[src/rtl/acp_pkg.sv]
// ----------------------------------------------------------------------------
// AT command line parser package
// Shared request types, character codes, result codes and register indexes.
// ----------------------------------------------------------------------------
package acp_pkg;

    // One input request: a received byte or a time check.
    typedef struct packed {
        logic        opcode;
        logic [7:0]  data_byte;
        logic [31:0] now_ms;
    } t_in_item;

    // One result request.
    typedef struct packed {
        logic [1:0] verdict;
        logic [1:0] command_kind;
        logic [7:0] name_length;
        logic [7:0] args_offset;
        logic [7:0] args_length;
    } t_out_item;

    // Input operations.
    localparam logic OP_BYTE  = 1'b0;
    localparam logic OP_CHECK = 1'b1;

    // Verdict codes.
    localparam logic [1:0] VERDICT_OK      = 2'd0;
    localparam logic [1:0] VERDICT_ERROR   = 2'd1;
    localparam logic [1:0] VERDICT_REQUEST = 2'd2;

    // Command kinds.
    localparam logic [1:0] KIND_EXEC  = 2'd0;
    localparam logic [1:0] KIND_QUERY = 2'd1;
    localparam logic [1:0] KIND_SETUP = 2'd2;

    // Configuration register indexes.
    localparam int unsigned CFG_INDEX_W = 2;
    localparam int unsigned CFG_DATA_W  = 16;
    localparam logic [CFG_INDEX_W-1:0] CFG_TIMEOUT = 2'd0;
    localparam logic [CFG_INDEX_W-1:0] CFG_HANDLER = 2'd1;

    // Character codes.
    localparam logic [7:0] CH_A     = 8'h41;
    localparam logic [7:0] CH_T     = 8'h54;
    localparam logic [7:0] CH_PLUS  = 8'h2B;
    localparam logic [7:0] CH_QUERY = 8'h3F;
    localparam logic [7:0] CH_EQ    = 8'h3D;
    localparam logic [7:0] CH_UNDER = 8'h5F;
    localparam logic [7:0] CH_CR    = 8'h0D;
    localparam logic [7:0] CH_LF    = 8'h0A;
    localparam logic [7:0] CH_NUL   = 8'h00;

    // Progress of the incremental line classification, one-hot.
    typedef enum logic [10:0] {
        PH_A         = 11'b000_0000_0001, // expecting 'A'
        PH_T         = 11'b000_0000_0010, // expecting 'T'
        PH_PLUS      = 11'b000_0000_0100, // "AT" seen
        PH_NAME0     = 11'b000_0000_1000, // "AT+" seen, name empty
        PH_NAME      = 11'b000_0001_0000, // inside a non-empty name
        PH_QUERY     = 11'b000_0010_0000, // '?' after the name
        PH_QEND      = 11'b000_0100_0000, // '?' then a zero byte
        PH_ARGS      = 11'b000_1000_0000, // counting arguments after '='
        PH_EXEC      = 11'b001_0000_0000, // zero byte ended the name
        PH_SETUP_END = 11'b010_0000_0000, // zero byte ended the arguments
        PH_ERR       = 11'b100_0000_0000  // line is malformed
    } t_phase;

    // Letters, digits and underscore may form a command name.
    function automatic logic is_name_byte(input logic [7:0] b);
        return (b >= 8'h41 && b <= 8'h5A) || (b >= 8'h61 && b <= 8'h7A) ||
               (b >= 8'h30 && b <= 8'h39) || (b == CH_UNDER);
    endfunction

endpackage

[src/rtl/acp_line_tracker.sv]
// ----------------------------------------------------------------------------
// AT command line tracker
// Holds the line state and classifies the line byte by byte as it arrives.
// ----------------------------------------------------------------------------
module acp_line_tracker #(
    parameter int unsigned BUFFER_BYTES = 256
) (
    input  logic              i_clk,
    input  logic              i_rst_n,
    input  logic              i_accept,
    input  acp_pkg::t_in_item i_item,
    input  logic [15:0]       i_timeout_ms,
    input  logic              i_handler_present,
    output logic              o_res_valid,
    output acp_pkg::t_out_item o_res
);

    localparam int unsigned CW = $clog2(BUFFER_BYTES);
    localparam logic [CW-1:0] LINE_MAX = CW'(BUFFER_BYTES - 1);

    logic [CW-1:0]    r_count, n_count;
    logic             r_cr, n_cr;
    logic             r_too_long, n_too_long;
    logic [31:0]      r_last, n_last;
    acp_pkg::t_phase  r_phase, n_phase;
    logic [CW-1:0]    r_nc, n_nc;
    logic [CW-1:0]    r_alen, n_alen;
    logic [CW-1:0]    r_aoff, n_aoff;

    logic        partial;
    logic [31:0] elapsed;
    logic        expired;
    logic [7:0]  b;
    logic        do_append;

    function automatic logic [7:0] to8(input logic [CW-1:0] x);
        logic [CW+7:0] w;
        w = {8'd0, x};
        return w[7:0];
    endfunction

    assign partial = (r_count != '0) || r_cr || r_too_long;
    assign elapsed = i_item.now_ms - r_last;
    assign expired = (i_timeout_ms != 16'd0) && partial && (elapsed >= {16'd0, i_timeout_ms});
    assign b       = i_item.data_byte;

    always_comb begin
        n_count     = r_count;
        n_cr        = r_cr;
        n_too_long  = r_too_long;
        n_last      = r_last;
        n_phase     = r_phase;
        n_nc        = r_nc;
        n_alen      = r_alen;
        n_aoff      = r_aoff;
        do_append   = 1'b0;
        o_res_valid = 1'b0;
        o_res       = '0;
        if (i_accept) begin
            if (expired) begin
                n_count = '0; n_cr = 1'b0; n_too_long = 1'b0;
                n_phase = acp_pkg::PH_A; n_nc = '0; n_alen = '0; n_aoff = '0;
            end
            if (i_item.opcode == acp_pkg::OP_BYTE) begin
                n_last = i_item.now_ms;
                if (n_cr) begin
                    n_cr = 1'b0;
                    if (b == acp_pkg::CH_LF) begin
                        // Line complete: report its classification.
                        if (n_too_long) begin
                            o_res_valid     = 1'b1;
                            o_res.verdict   = acp_pkg::VERDICT_ERROR;
                        end else if (n_count != '0) begin
                            o_res_valid     = 1'b1;
                            o_res.verdict   = acp_pkg::VERDICT_ERROR;
                            unique case (n_phase)
                                acp_pkg::PH_PLUS: begin
                                    o_res.verdict = acp_pkg::VERDICT_OK;
                                end
                                acp_pkg::PH_NAME, acp_pkg::PH_EXEC: begin
                                    if (i_handler_present) begin
                                        o_res.verdict      = acp_pkg::VERDICT_REQUEST;
                                        o_res.command_kind = acp_pkg::KIND_EXEC;
                                        o_res.name_length  = to8(n_nc);
                                    end
                                end
                                acp_pkg::PH_QUERY, acp_pkg::PH_QEND: begin
                                    if (i_handler_present) begin
                                        o_res.verdict      = acp_pkg::VERDICT_REQUEST;
                                        o_res.command_kind = acp_pkg::KIND_QUERY;
                                        o_res.name_length  = to8(n_nc);
                                    end
                                end
                                acp_pkg::PH_ARGS, acp_pkg::PH_SETUP_END: begin
                                    if (i_handler_present) begin
                                        o_res.verdict      = acp_pkg::VERDICT_REQUEST;
                                        o_res.command_kind = acp_pkg::KIND_SETUP;
                                        o_res.name_length  = to8(n_nc);
                                        o_res.args_offset  = to8(n_aoff);
                                        o_res.args_length  = to8(n_alen);
                                    end
                                end
                                default: begin
                                    o_res.verdict = acp_pkg::VERDICT_ERROR;
                                end
                            endcase
                        end
                        n_count = '0; n_too_long = 1'b0;
                        n_phase = acp_pkg::PH_A; n_nc = '0; n_alen = '0; n_aoff = '0;
                    end else begin
                        n_count = '0; n_too_long = 1'b0;
                        n_phase = acp_pkg::PH_A; n_nc = '0; n_alen = '0; n_aoff = '0;
                        if (b == acp_pkg::CH_CR) begin
                            n_cr = 1'b1;
                        end else begin
                            do_append = 1'b1;
                        end
                    end
                end else if (b == acp_pkg::CH_LF) begin
                    n_count = '0; n_too_long = 1'b0;
                    n_phase = acp_pkg::PH_A; n_nc = '0; n_alen = '0; n_aoff = '0;
                end else if (b == acp_pkg::CH_CR) begin
                    n_cr = 1'b1;
                end else begin
                    do_append = 1'b1;
                end

                if (do_append && !n_too_long) begin
                    if (n_count == LINE_MAX) begin
                        n_too_long = 1'b1;
                    end else begin
                        unique case (n_phase)
                            acp_pkg::PH_A: begin
                                n_phase = (b == acp_pkg::CH_A) ? acp_pkg::PH_T : acp_pkg::PH_ERR;
                            end
                            acp_pkg::PH_T: begin
                                n_phase = (b == acp_pkg::CH_T) ? acp_pkg::PH_PLUS
                                                               : acp_pkg::PH_ERR;
                            end
                            acp_pkg::PH_PLUS: begin
                                n_phase = (b == acp_pkg::CH_PLUS) ? acp_pkg::PH_NAME0
                                                                  : acp_pkg::PH_ERR;
                            end
                            acp_pkg::PH_NAME0: begin
                                if (acp_pkg::is_name_byte(b)) begin
                                    n_phase = acp_pkg::PH_NAME;
                                    n_nc    = CW'(1);
                                end else begin
                                    n_phase = acp_pkg::PH_ERR;
                                end
                            end
                            acp_pkg::PH_NAME: begin
                                priority if (acp_pkg::is_name_byte(b)) begin
                                    n_nc = n_nc + CW'(1);
                                end else if (b == acp_pkg::CH_NUL) begin
                                    n_phase = acp_pkg::PH_EXEC;
                                end else if (b == acp_pkg::CH_QUERY) begin
                                    n_phase = acp_pkg::PH_QUERY;
                                end else if (b == acp_pkg::CH_EQ) begin
                                    n_phase = acp_pkg::PH_ARGS;
                                    n_aoff  = n_count + CW'(1);
                                end else begin
                                    n_phase = acp_pkg::PH_ERR;
                                end
                            end
                            acp_pkg::PH_QUERY: begin
                                n_phase = (b == acp_pkg::CH_NUL) ? acp_pkg::PH_QEND
                                                                 : acp_pkg::PH_ERR;
                            end
                            acp_pkg::PH_ARGS: begin
                                if (b == acp_pkg::CH_NUL) begin
                                    n_phase = acp_pkg::PH_SETUP_END;
                                end else begin
                                    n_alen = n_alen + CW'(1);
                                end
                            end
                            default: begin
                                n_phase = n_phase;
                            end
                        endcase
                        n_count = n_count + CW'(1);
                    end
                end
            end
        end
    end

    always_ff @(posedge i_clk) begin
        if (!i_rst_n) begin
            r_count    <= '0;
            r_cr       <= 1'b0;
            r_too_long <= 1'b0;
            r_last     <= '0;
            r_phase    <= acp_pkg::PH_A;
            r_nc       <= '0;
            r_alen     <= '0;
            r_aoff     <= '0;
        end else begin
            r_count    <= n_count;
            r_cr       <= n_cr;
            r_too_long <= n_too_long;
            r_last     <= n_last;
            r_phase    <= n_phase;
            r_nc       <= n_nc;
            r_alen     <= n_alen;
            r_aoff     <= n_aoff;
        end
    end

    // A result only ever comes from a line feed that completes a CR LF pair.
    a_res_on_lf: assert property (@(posedge i_clk) disable iff (!i_rst_n)
        o_res_valid |-> (i_accept && i_item.opcode == acp_pkg::OP_BYTE &&
                         i_item.data_byte == acp_pkg::CH_LF && r_cr))
        else $error("result without a completed CR LF");

    // Overflow is only flagged once the line is full.
    a_overflow_full: assert property (@(posedge i_clk) disable iff (!i_rst_n)
        r_too_long |-> (r_count == LINE_MAX))
        else $error("overflow flagged on a line that is not full");

endmodule

[src/rtl/acp_out_buf.sv]
// ----------------------------------------------------------------------------
// AT command result buffer
// Output register with one skid entry behind it.
// ----------------------------------------------------------------------------
module acp_out_buf (
    input  logic               i_clk,
    input  logic               i_rst_n,
    input  logic               i_push,
    input  acp_pkg::t_out_item i_item,
    output logic               o_full,
    output logic               o_valid,
    output acp_pkg::t_out_item o_item,
    input  logic               i_stall
);

    logic               r_out_valid, n_out_valid;
    logic               r_skid_valid, n_skid_valid;
    acp_pkg::t_out_item r_out, n_out;
    acp_pkg::t_out_item r_skid, n_skid;
    logic               take;

    assign take    = r_out_valid && !i_stall;
    assign o_full  = r_skid_valid;
    assign o_valid = r_out_valid;
    assign o_item  = r_out;

    always_comb begin
        n_out_valid  = r_out_valid;
        n_skid_valid = r_skid_valid;
        n_out        = r_out;
        n_skid       = r_skid;
        if (r_skid_valid) begin
            if (take) begin
                n_out        = r_skid;
                n_skid_valid = 1'b0;
            end
        end else if (i_push) begin
            if (!r_out_valid || take) begin
                n_out       = i_item;
                n_out_valid = 1'b1;
            end else begin
                n_skid       = i_item;
                n_skid_valid = 1'b1;
            end
        end else if (take) begin
            n_out_valid = 1'b0;
        end
    end

    always_ff @(posedge i_clk) begin
        if (!i_rst_n) begin
            r_out_valid  <= 1'b0;
            r_skid_valid <= 1'b0;
        end else begin
            r_out_valid  <= n_out_valid;
            r_skid_valid <= n_skid_valid;
        end
    end

    always_ff @(posedge i_clk) begin
        r_out  <= n_out;
        r_skid <= n_skid;
    end

    // The skid entry is only ever occupied behind a full output register.
    a_skid_behind_out: assert property (@(posedge i_clk) disable iff (!i_rst_n)
        r_skid_valid |-> r_out_valid)
        else $error("skid entry holds a result while the output is empty");

    // The skid entry fills only when the output was held back.
    a_skid_fill: assert property (@(posedge i_clk) disable iff (!i_rst_n)
        (!r_skid_valid && n_skid_valid) |-> (r_out_valid && i_stall && i_push))
        else $error("skid entry filled without a stalled output");

endmodule

[src/rtl/at_command_line_parser_top.sv]
// ----------------------------------------------------------------------------
// AT command line parser
// Builds command lines from serial bytes and classifies each CR LF line.
// ----------------------------------------------------------------------------
// The block accepts one request per clock while the skid entry is free, byte or
// time check alike, and updates the line state in that same cycle; a completed
// CR LF line, classified as its bytes arrive, puts its result into the output
// register, or into the skid entry while the output is held back. A two-entry
// output stage (output register plus one skid entry) lets input requests keep
// flowing while a result waits; the input stalls only while that skid entry is
// occupied. The bytes of the line are not kept: the running classification,
// name length, argument offset and argument length carry everything a result
// needs. A zero byte ends parsing of the line, a lone LF discards the line,
// a CR not followed by LF drops it, and more than BUFFER_BYTES-1 bytes mark it
// as overflowed. When timeout_ms is non-zero, a partial line older than the
// timeout is discarded before the request is handled. No clearing pass is
// needed after reset. Configuration registers are written through a plain
// write port; writes to an unknown index are ignored.
// ----------------------------------------------------------------------------
module at_command_line_parser_top #(
    parameter int unsigned BUFFER_BYTES = 256
) (
    input  logic                                i_clk,
    input  logic                                i_rst_n,
    // Input request channel.
    input  logic                                i_in_valid,
    input  acp_pkg::t_in_item                   i_in_data,
    output logic                                o_in_stall,
    // Result request channel.
    output logic                                o_out_valid,
    output acp_pkg::t_out_item                  o_out_data,
    input  logic                                i_out_stall,
    // Configuration write port.
    input  logic                                i_cfg_we,
    input  logic [acp_pkg::CFG_INDEX_W-1:0]     i_cfg_index,
    input  logic [acp_pkg::CFG_DATA_W-1:0]      i_cfg_data
);

    logic               r_timeout_ms_q;
    logic [15:0]        r_timeout_ms;
    logic               r_handler_present;
    logic               accept;
    logic               res_valid;
    acp_pkg::t_out_item res;

    // The input is taken whenever the skid entry is free.
    assign accept = i_in_valid && !o_in_stall;

    // Configuration registers. Only the two defined indexes have any effect.
    always_ff @(posedge i_clk) begin
        if (!i_rst_n) begin
            r_timeout_ms      <= 16'd0;
            r_handler_present <= 1'b1;
        end else if (i_cfg_we) begin
            if (i_cfg_index == acp_pkg::CFG_TIMEOUT) begin
                r_timeout_ms <= i_cfg_data;
            end else if (i_cfg_index == acp_pkg::CFG_HANDLER) begin
                r_handler_present <= i_cfg_data[0];
            end
        end
    end

    // Remembers whether any timeout is in force, purely for the check below.
    always_ff @(posedge i_clk) begin
        if (!i_rst_n) begin
            r_timeout_ms_q <= 1'b0;
        end else begin
            r_timeout_ms_q <= (r_timeout_ms != 16'd0);
        end
    end

    acp_line_tracker #(
        .BUFFER_BYTES (BUFFER_BYTES)
    ) u_tracker (
        .i_clk             (i_clk),
        .i_rst_n           (i_rst_n),
        .i_accept          (accept),
        .i_item            (i_in_data),
        .i_timeout_ms      (r_timeout_ms),
        .i_handler_present (r_handler_present),
        .o_res_valid       (res_valid),
        .o_res             (res)
    );

    acp_out_buf u_out_buf (
        .i_clk   (i_clk),
        .i_rst_n (i_rst_n),
        .i_push  (res_valid),
        .i_item  (res),
        .o_full  (o_in_stall),
        .o_valid (o_out_valid),
        .o_item  (o_out_data),
        .i_stall (i_out_stall)
    );

    // A probe or error result never carries command details.
    a_plain_verdict: assert property (@(posedge i_clk) disable iff (!i_rst_n)
        (o_out_valid && o_out_data.verdict != acp_pkg::VERDICT_REQUEST) |->
        (o_out_data.command_kind == acp_pkg::KIND_EXEC &&
         o_out_data.name_length == 8'd0 && o_out_data.args_length == 8'd0 &&
         o_out_data.args_offset == 8'd0))
        else $error("non-request result carries command details");

    // The timeout flag tracks the register in the following cycle.
    a_timeout_flag: assert property (@(posedge i_clk) disable iff (!i_rst_n)
        $past(i_rst_n) |-> (r_timeout_ms_q == ($past(r_timeout_ms) != 16'd0)))
        else $error("timeout flag out of step with its register");

endmodule
[config.mk]
export PLATFORM = sky130hd
export DESIGN_NAME = at_command_line_parser_top
export DESIGN_NICKNAME = d
export VERILOG_FILES = /design/src/rtl/acp_pkg.sv /design/src/rtl/acp_line_tracker.sv /design/src/rtl/acp_out_buf.sv /design/src/rtl/at_command_line_parser_top.sv
export SDC_FILE = /design/constraint.sdc
export NUM_CORES = 1
export LEC_CHECK = 0
export ABC_AREA = 0
export BUFFER_PORTS_ARGS = -buffer_cell sky130_fd_sc_hd__buf_2
export CAP_MARGIN = 20
export CORE_MARGIN = 10
export CORE_UTILIZATION = 41
export CTS_BUF_LIST = sky130_fd_sc_hd__clkbuf_4 sky130_fd_sc_hd__clkbuf_8
export DETAILED_ROUTE_END_ITERATION = 8
export PLACE_DENSITY_LB_ADDON = 0.05
export SYNTH_ARGS = -nofsm -noshare
export SYNTH_HDL_FRONTEND = slang
export SYNTH_HIERARCHICAL = 1
export SYNTH_SLANG_ARGS = --single-unit
[constraint.sdc]
create_clock -name i_clk -period 15.2 [get_ports i_clk]
set_clock_uncertainty 0.2 [all_clocks]
set_input_delay 3.04 -clock i_clk [delete_from_list [all_inputs] [get_ports i_clk]]
set_output_delay 3.04 -clock i_clk [all_outputs]
set_load 0.05 [all_outputs]
==> key figures, run 1 <==
Outcome
  – Outcome: finished, final reports clean

Synth
  – Mapped cell area: 0.00965 mm2
  – Synth top area cells: dfxtp_1 20%, edfxtp_1 17%, ha_1 6.6%
  – Syn Nets: 1238
  – Dominant synthesized flop cell: dfxtp_1
  – Sequential area share after synthesis: 37.4%
  – Synth top area share: 19.9%
  – Mapped Avg Cell Area: 8.60 um2
  – Yosys cell types: 89
  – Synthesized flop and latch total: 152
  – Area leader, netlist: dfxtp_1
  – Warnings from Yosys: 6
  – Cells after Synth: 1122
  – Async set or reset register ratio after synthesis: 0%
  – EDFF count, synth: 56

Clock tree
  – Clock root cell: clkbuf_8
  – Post-CTS sizing: 0
  – Skew-Pair Late Insertion Delay: 460 ps
  – H-tree levels: 4
  – Clock buffer depth: 2
  – Clock sinks: 152
  – Inserted Clock Buffers: 17
  – Hold Buf Count CTS: 0
  – Setup Buffers After CTS: 0
  – CTS clk-pin slew, worst paths: 90 ps
  – CTS tree: yes

Timing
  – Finish-stage setup viols: 0
  – Unrepaired setup endpoints after global routing: no
  – Fin crit period: 10560 ps
  – Final TNS setup: 0 ps
  – Max-slew violations: 0
  – Hold Violations, Final: 0
  – Tightest Pin Transition: 995 ps
  – Fin crit share: 69.5%
  – Fmax achieved: 94.7 MHz
  – Slew HR: 32.9%

Die
  – Chip Height: 173 um
  – Ports: 94
  – Initial Util: 41.3%
  – Core area: 0.0233 mm2
  – Site Rows: 56
  – Die X: 173 um
  – Die area: 0.0301 mm2

GRT
  – Global-route wire length before repair: 43200 um
  – GRT met1 Usage: 22.6%
  – Pin count of the biggest net entering global routing: 57
  – GR peak layer: met2
  – Grt met2 use: 28.4%
  – Grt met3 use: 3.51%
  – Grt ovf: 0
  – Antenna violations before repair: 0
  – GR Util All Layers: 17.3%
  – Vias in the first global route: 8147

Drt
  – WL final: 26500 um
  – Via density: 5.43
  – Vias post-DR: 8259
  – Avg WL per Cell: 17.4 um
  – Antenna Violating Nets Remaining: 0
  – Initial DRC count: 505
  – Drt pass-1 iters: 5
  – DRC viols: 0

Job
  – Number of max-cap violations: 0

Worst setup path
  – Crit-path slowest cell: nor2_2
  – Kind of critical path: input port to register
  – Critical Path Start Type: input port
  – CP bufs+invs: 2
  – CP max FO: 42
  – Required @ worst endpoint: 15340 ps
  – Largest delay share family, worst path: compound AO/OA/AOI/OAI gates
  – CP Data Arrival Time: 10700 ps
  – Max stage delay on crit path: 650 ps
  – Crit. End Element: register
  – CP dominant cell by count: ha_1

Placed design
  – Buffers on Ports: 93
  – Placer Congestion: 0.901
  – Placed Cells: 1490
  – DP Wirelength: 19900 um

Final layout
  – Share of cells above drive strength 1: 16.1%
  – P&R area growth vs syn: 11.3%
  – ANT cells: 0
  – Post-route insts no fill: 1522
  – Fillers: 2325
  – Final Net Count: 1306

Power and ir drop
  – Max VDD drop: 0.0505 mV
  – Power per cell area: 86.6 mW/mm2
  – Leakage: 4.04 nW

Worst hold path
  – Worst Hold Class: register to register
[path summary, 6_finish.rpt]
check	startpoint	end	slack [ps]	cells after the start
setup / recovery	i_in_data[2]	u_tracker/r_count[3]$_SDFFE_PN0P_	4640	31
hold / removal	u_tracker/r_last[26]$_SDFFE_PN0P_	u_tracker/r_last[26]$_SDFFE_PN0P_	260	2
setup reg to reg	u_tracker/r_last[2]$_SDFFE_PN0P_	u_tracker/r_count[3]$_SDFFE_PN0P_	6990	31
hold reg to reg	u_tracker/r_last[26]$_SDFFE_PN0P_	u_tracker/r_last[26]$_SDFFE_PN0P_	260	2
[layout by cell type, fill, tap and decap left out, types with 23 or more instances in the layout]
cell type / synthesis / layout
and2_1: 34 / 34
nand2_1: 168 / 168
ha_1: 51 / 51
mux2_2: 29 / 29
buf_2: 10 / 93
edfxtp_1: 56 / 56
nor3_1: 24 / 24
xnor2_1: 23 / 23
inv_1: 70 / 70
a21oi_1: 91 / 91
nor2_1: 68 / 66
o21ai_0: 45 / 45
nand3_1: 31 / 31
dfxtp_1: 96 / 96
[power breakdown]
part           internal, W  switching, W  total (W)
clock             0.000139      0.000179   0.000318
sequential        0.000425    0.00000493   0.000430
combinational    0.0000681      0.000114   0.000182
total             0.000632      0.000298   0.000930
[worst register-to-register path: cells and delay by family (launching register included)]
kind                       cells  cell delay (ps)
xor gates and xnor gates       1              150
buffers and inverters          2              340
DFF                            1              340
adders and majority gates      3              830
AOI/OAI and AO/OA             15             3250
and+or+nand+nor               10             2980
[Yosys cell counts (12+ instances only)]
cell / n
nor2b_1: 13
mux2_2: 29
a21oi_1: 91
clkbuf_1: 34
o21ai_0: 45
mux2i_1: 18
nand4_1: 18
dfxtp_1: 96
and2_1: 34
inv_1: 70
ha_1: 51
nand3_1: 31
nand2_1: 168
edfxtp_1: 56
nor2_1: 68
nor3_1: 24
nor4_1: 16
xor2_1: 12
xnor2_1: 23
[per-layer routing]
metal	vias up	part of all wire [%]
li1	4203	-
met1	3832	46
met2	191	47
met3	33	5.0
met4	0	1.5
met5	-	0
[layout make-up]
| type | instances | area [um2] | area share [%] |
|---|---|---|---|
| clock buffer | 18 | 241 | 2.25 |
| timing repair buffer | 104 | 548 | 5.11 |
| clock inverter | 14 | 156 | 1.46 |
| sequential | 152 | 3600 | 33.6 |
| inverter | 70 | 263 | 2.45 |
| multi-input combinational | 845 | 5520 | 51.4 |
| tap | 319 | 399 | 3.72 |
[state kept, by name (all words and copies together), names as in the netlist, 8 cells and up]
name	cells
u_out_buf/o_item	28
u_tracker/r_alen	8
u_out_buf/r_skid	28
u_tracker/r_count	8
u_tracker/r_nc	8
r_timeout_ms	16
u_tracker/r_aoff	8
u_tracker/r_last	32
u_tracker/r_phase	11
[stage by stage]
| stage | instance area [um2] | utilization, % | setup slack, ps | hold WS, ps | total power, W |
|---|---|---|---|---|---|
| 6_report | 10700 | 46.0 | 4640 | 257 | 0.000930 |
| 5_1_grt | 10700 | 46.0 | 4040 | 280 | 0.000978 |
| 4_1_cts | 10700 | 46.0 | 4690 | 259 | 0.000939 |
| 3_5_place_dp | 10300 | 44.3 | 4230 | 246 | 0.000620 |
| 3_3_place_gp | 10300 | 44.3 | 4440 | 242 | 0.000619 |
| 2_1_floorplan | 9650 | - | 5330 | 224 | 0.000569 |
[kinds of logic after synthesis]
logic type | count (synthesis) | synth area share [%]
muxes | 47 | 5.25
buffers and inverters | 125 | 5.67
and+or+nand+nor | 438 | 22.4
adders and majority gates | 52 | 6.82
AOI/OAI and AO/OA | 273 | 19.3
DFF | 152 | 37.4
xor gates and xnor gates | 35 | 3.18
Power figures use the tool's default switching activity.
==> inputs of run 2 (changes only) <==
Clock period 15.2 ns to 10.64 ns, I/O delays scaled along.
==> key figures, run 2 (synthesis results as in run 1) <==
Outcome
  – Outcome: finished, final reports clean

GRT
  – Antenna violations before repair: 0
  – Pin count of the biggest net entering global routing: 57
  – Grt ovf: 0
  – Global-route wire length before repair: 43200 um
  – GR Util All Layers: 17.2%
  – Vias in the first global route: 8196

Timing
  – Fmax achieved: 109 MHz
  – Slew HR: 33.2%
  – Fin crit share: 85.9%
  – Final WS setup: 1500 ps
  – Finish-stage setup viols: 0
  – Max-slew violations: 0
  – Unrepaired setup endpoints after global routing: no
  – Final TNS setup: 0 ps
  – Fin crit period: 9140 ps
  – Hold Violations, Final: 0
  – Tightest Pin Transition: 991 ps

Die
  – Chip Height: 173 um
  – Site Rows: 56
  – Ports: 94
  – Initial Util: 41.3%
  – Core area: 0.0233 mm2
  – Die X: 173 um
  – Die area: 0.0301 mm2

Final layout
  – Post-route insts no fill: 1523
  – Most frequent cells in the layout: 168 x nand2_1, 96 x dfxtp_1, 93 x buf_2, 91 x a21oi_1, 70 x inv_1
  – Fin area: 0.0107 mm2
  – Share of cells above drive strength 1: 16.2%
  – P&R area growth vs syn: 11.1%
  – Register area: 0.00360 mm2
  – Max FFs per register: 32
  – Largest Register: u_tracker/r_last
  – Final Net Count: 1307
  – Commonest non-fill, non-tap cell in the layout: nand2_1
  – Multi-input logic area: 0.00552 mm2
  – ANT cells: 0
  – Fillers: 2333

Worst setup path
  – Critical Path Start Type: input port
  – CP dominant cell by count: ha_1
  – Crit Reg-Reg Endpoint: u_tracker/r_nc[5]$_SDFFE_PN0P_
  – R2R cell count: 32
  – Crit. End Element: register
  – Critical path startpoint: i_in_data[2]
  – R2r setup slk: 2920 ps
  – Max stage delay on crit path: 470 ps
  – Kind of critical path: input port to register
  – Required @ worst endpoint: 10840 ps
  – Worst R2R Start: u_tracker/r_last[2]$_SDFFE_PN0P_
  – Worst Setup EP: u_tracker/r_nc[5]$_SDFFE_PN0P_
  – CP max FO: 42
  – Crit-path slowest cell: a2111oi_1
  – CP Data Arrival Time: 9340 ps

Drt
  – Initial DRC count: 672
  – Antenna Violating Nets Remaining: 0
  – Via density: 5.52
  – Vias post-DR: 8410
  – Met2 Wirelength: 12300 um
  – Avg WL per Cell: 17.4 um
  – DRC viols: 0
  – WL final: 26500 um
  – Drt pass-1 iters: 8
  – Met3 wire length: 1190 um
  – DRT met1 WL: 12600 um
  – Uppermost layer routed: met4

Worst hold path
  – Worst Hold Class: register to register
  – Hold path depth: 2

Placed design
  – Buffers on Ports: 93
  – DP Wirelength: 19600 um
  – Placer Congestion: 0.903
  – Placement Setup Slack: 1090 ps
  – Area of placed instances: 0.0103 mm2
  – Placed Cells: 1491

Clock tree
  – Post-CTS sizing: 0
  – Setup Buffers After CTS: 0
  – Hold Buf Count CTS: 0
  – Clock sinks: 152
  – CTS clk-pin slew, worst paths: 90 ps
  – H-tree levels: 4
  – Skew-Pair Late Insertion Delay: 460 ps
  – Inserted Clock Buffers: 17
  – CTS tree: yes
  – Clock root cell: clkbuf_8
  – Clock buffer depth: 2

Power and ir drop
  – Max VDD drop: 0.0594 mV
  – Leakage: 4.05 nW
  – Power per cell area: 122 mW/mm2

Job
  – Number of max-cap violations: 0
-- run 2: cell types whose count changed in the layout (fill, tap and decap cells not counted) --
| cell | before | now |
|---|---|---|
| clkinvlp_4 | 2 | 1 |
| bufinv_16 | 1 | 0 |
| clkinv_8 | 1 | 0 |
| inv_8 | 3 | 5 |
| buf_4 | 11 | 12 |
| clkinvlp_2 | 0 | 1 |
-- run 2: critical path: cells and delay by family --
| family | cells | cell delay, ps |
|---|---|---|
| AOI/OAI and AO/OA | 17 | 3680 |
| xor gates and xnor gates | 1 | 150 |
| adders and majority gates | 3 | 840 |
| buffers and inverters | 2 | 410 |
| and+or+nand+nor | 9 | 2150 |
-- run 2: layer usage --
metal  global-route usage (%)  vias up
met5                        0        -
met4                     6.07        0
met3                     2.92       40
met2                     28.2      216
met1                     22.5     3939
li1                         -     4215
-- run 2: final cells by class --
class,instances,area share (%)
Timing Repair Buffer,105,5.19
Clock buffer,18,2.25
Inverter,70,2.45
Tap cell,319,3.73
Sequential cell,152,33.6
Clock inverter,14,1.21
Multi-Input combinational cell,845,51.5
-- run 2: per-stage QoR --
stage | utilization, % | power, W | hold slack [ps]
global route | 45.9 | 0.00138 | 276
detailed placement | 44.3 | 0.000886 | 247
finish | 45.9 | 0.00131 | 257
CTS | 45.9 | 0.00133 | 259
floorplan | - | 0.000813 | 224
global placement | 44.3 | 0.000887 | 242
-- run 2: power breakdown --
| part | switching (W) | internal [W] | total (W) |
|---|---|---|---|
| Combinational | 0.000162 | 0.0000980 | 0.000260 |
| Sequential | 0.00000704 | 0.000607 | 0.000614 |
| Clock | 0.000260 | 0.000175 | 0.000436 |
-- run 2: worst min-delay path by stage --
stage,startpoint,end
after floorplan,u_tracker/r_aoff[0]$_SDFFE_PN0P_,u_tracker/r_aoff[0]$_SDFFE_PN0P_
after global placement,u_tracker/r_last[24]$_SDFFE_PN0P_,u_tracker/r_last[24]$_SDFFE_PN0P_
after detailed placement,u_tracker/r_last[26]$_SDFFE_PN0P_,u_tracker/r_last[26]$_SDFFE_PN0P_
after CTS,u_tracker/r_last[26]$_SDFFE_PN0P_,u_tracker/r_last[26]$_SDFFE_PN0P_
after global routing,u_tracker/r_last[2]$_SDFFE_PN0P_,u_tracker/r_last[2]$_SDFFE_PN0P_
final,u_tracker/r_last[26]$_SDFFE_PN0P_,u_tracker/r_last[26]$_SDFFE_PN0P_
==> inputs of run 3 (changes only) <==
Settings changed: BUFFER_PORTS_ARGS -buffer_cell sky130_fd_sc_hd__buf_2 to -buffer_cell sky130_fd_sc_hd__buf_4.
Clock period 10.64 ns to 10.6 ns, I/O delays scaled along.
==> key figures, run 3 (synthesis results as in run 1) <==
Worst hold path
  – Worst Hold Class: register to register

Final layout
  – Post-route insts no fill: 1521
  – P&R area growth vs syn: 13.6%
  – Max FFs per register: 32
  – Most frequent cells in the layout: 168 x nand2_1, 104 x buf_4, 96 x dfxtp_1, 91 x a21oi_1, 70 x inv_1
  – Largest Register: u_tracker/r_last
  – Final Net Count: 1306
  – Commonest non-fill, non-tap cell in the layout: nand2_1
  – Share of cells above drive strength 1: 16.1%
  – ANT cells: 0

Die
  – Die area: 0.0301 mm2
  – Chip Height: 173 um
  – Core area: 0.0233 mm2
  – Ports: 94
  – Initial Util: 41.3%
  – Die X: 173 um
  – Site Rows: 56

Clock tree
  – H-tree levels: 4
  – Inserted Clock Buffers: 17
  – Hold Buf Count CTS: 0
  – Clock sinks: 152
  – CTS clk-pin slew, worst paths: 90 ps
  – CTS tree: yes
  – Clock buffer depth: 2
  – Skew-Pair Late Insertion Delay: 470 ps
  – Setup Buffers After CTS: 0
  – Clock root cell: clkbuf_8
  – Post-CTS sizing: 0

GRT
  – Grt ovf: 0
  – GR peak layer: met2
  – GRT met1 Usage: 22.7%
  – Grt met3 use: 2.61%
  – Grt met2 use: 28.5%
  – Global-route wire length before repair: 43200 um
  – Vias in the first global route: 8182
  – Antenna violations before repair: 0
  – GR Util All Layers: 17.3%
  – Pin count of the biggest net entering global routing: 57

Placed design
  – Placed Cells: 1490
  – DP Wirelength: 19700 um
  – Buffers on Ports: 93
  – Placer Congestion: 0.911

Worst setup path
  – Max stage delay on crit path: 480 ps
  – Crit-path slowest cell: a2111oi_1
  – CP Data Arrival Time: 9280 ps
  – Crit. End Element: register
  – Kind of critical path: input port to register
  – CP max FO: 42
  – CP dominant cell by count: ha_1
  – Critical Path Start Type: input port
  – Required @ worst endpoint: 10810 ps

Power and ir drop
  – Leakage: 4.10 nW
  – Max VDD drop: 0.0615 mV
  – Tot Pwr: 0.00134 W
  – Power per cell area: 123 mW/mm2

Drt
  – WL final: 26700 um
  – Vias post-DR: 8419
  – Drt pass-1 iters: 5
  – Antenna Violating Nets Remaining: 0
  – Via density: 5.54
  – Initial DRC count: 631
  – DRC viols: 0
  – Avg WL per Cell: 17.5 um

Timing
  – Fin crit share: 85.5%
  – Fmax achieved: 110 MHz
  – Slew HR: 31.0%
  – Finish-stage setup viols: 0
  – Hold Slack: 259 ps
  – Final TNS setup: 0 ps
  – Fin crit period: 9070 ps
  – Tightest Pin Transition: 1020 ps
  – Hold Violations, Final: 0
  – Unrepaired setup endpoints after global routing: no
  – Max-slew violations: 0

Outcome
  – Outcome: finished, final reports clean

Job
  – Number of max-cap violations: 0
[run 3: stage by stage]
step / utilization [%] / instance area (um2) / setup slack [ps]
2_1_floorplan: - / 9650 / 1650
3_3_place_gp: 45.3 / 10600 / 1270
3_5_place_dp: 45.3 / 10600 / 1110
4_1_cts: 46.9 / 11000 / 1590
5_1_grt: 46.9 / 11000 / 879
6_report: 46.9 / 11000 / 1530
[run 3: where the power goes]
group          switching (W)  internal [W]  leakage (nW)  total [W]
clock network       0.000263      0.000195         0.193   0.000458
logic               0.000163      0.000105          2.58   0.000268
registers         0.00000710      0.000609          1.33   0.000616
total               0.000433      0.000909          4.10    0.00134
[run 3: layout make-up]
| cell class | count | area (um2) |
|---|---|---|
| Multi-Input combinational cell | 845 | 5520 |
| Fill cell | 2331 | 12400 |
| Clock inverter | 14 | 154 |
| Sequential cell | 152 | 3600 |
| Clock buffer | 17 | 234 |
| Timing Repair Buffer | 104 | 781 |
| Inverter | 70 | 263 |
| Tap cell | 319 | 399 |
[run 3: worst paths after layout]
kind / end / start / slack, ps / depth (start not counted)
setup / recovery: u_tracker/r_nc[5]$_SDFFE_PN0P_ / i_in_data[2] / 1530 / 32
hold reg to reg: u_tracker/r_last[23]$_SDFFE_PN0P_ / u_tracker/r_last[23]$_SDFFE_PN0P_ / 260 / 2
hold / removal: u_tracker/r_last[23]$_SDFFE_PN0P_ / u_tracker/r_last[23]$_SDFFE_PN0P_ / 260 / 2
setup reg to reg: u_tracker/r_nc[5]$_SDFFE_PN0P_ / u_tracker/r_last[2]$_SDFFE_PN0P_ / 2960 / 32
[run 3: worst max-delay path, delay by kind of cell]
kind / cells / cell delay [ps]
compound gates: 17 / 3640
simple gates: 9 / 2100
fa+ha+maj: 3 / 830
buf+inv: 2 / 430
xor+xnor: 1 / 150
[run 3: routing by layer]
metal	part of all wire, %	routed length [um]	vias up
met1	47	12400	3976
met2	47	12600	226
met4	1.5	407	0
li1	-	-	4188
met3	4.5	1200	29
met5	0	0	-
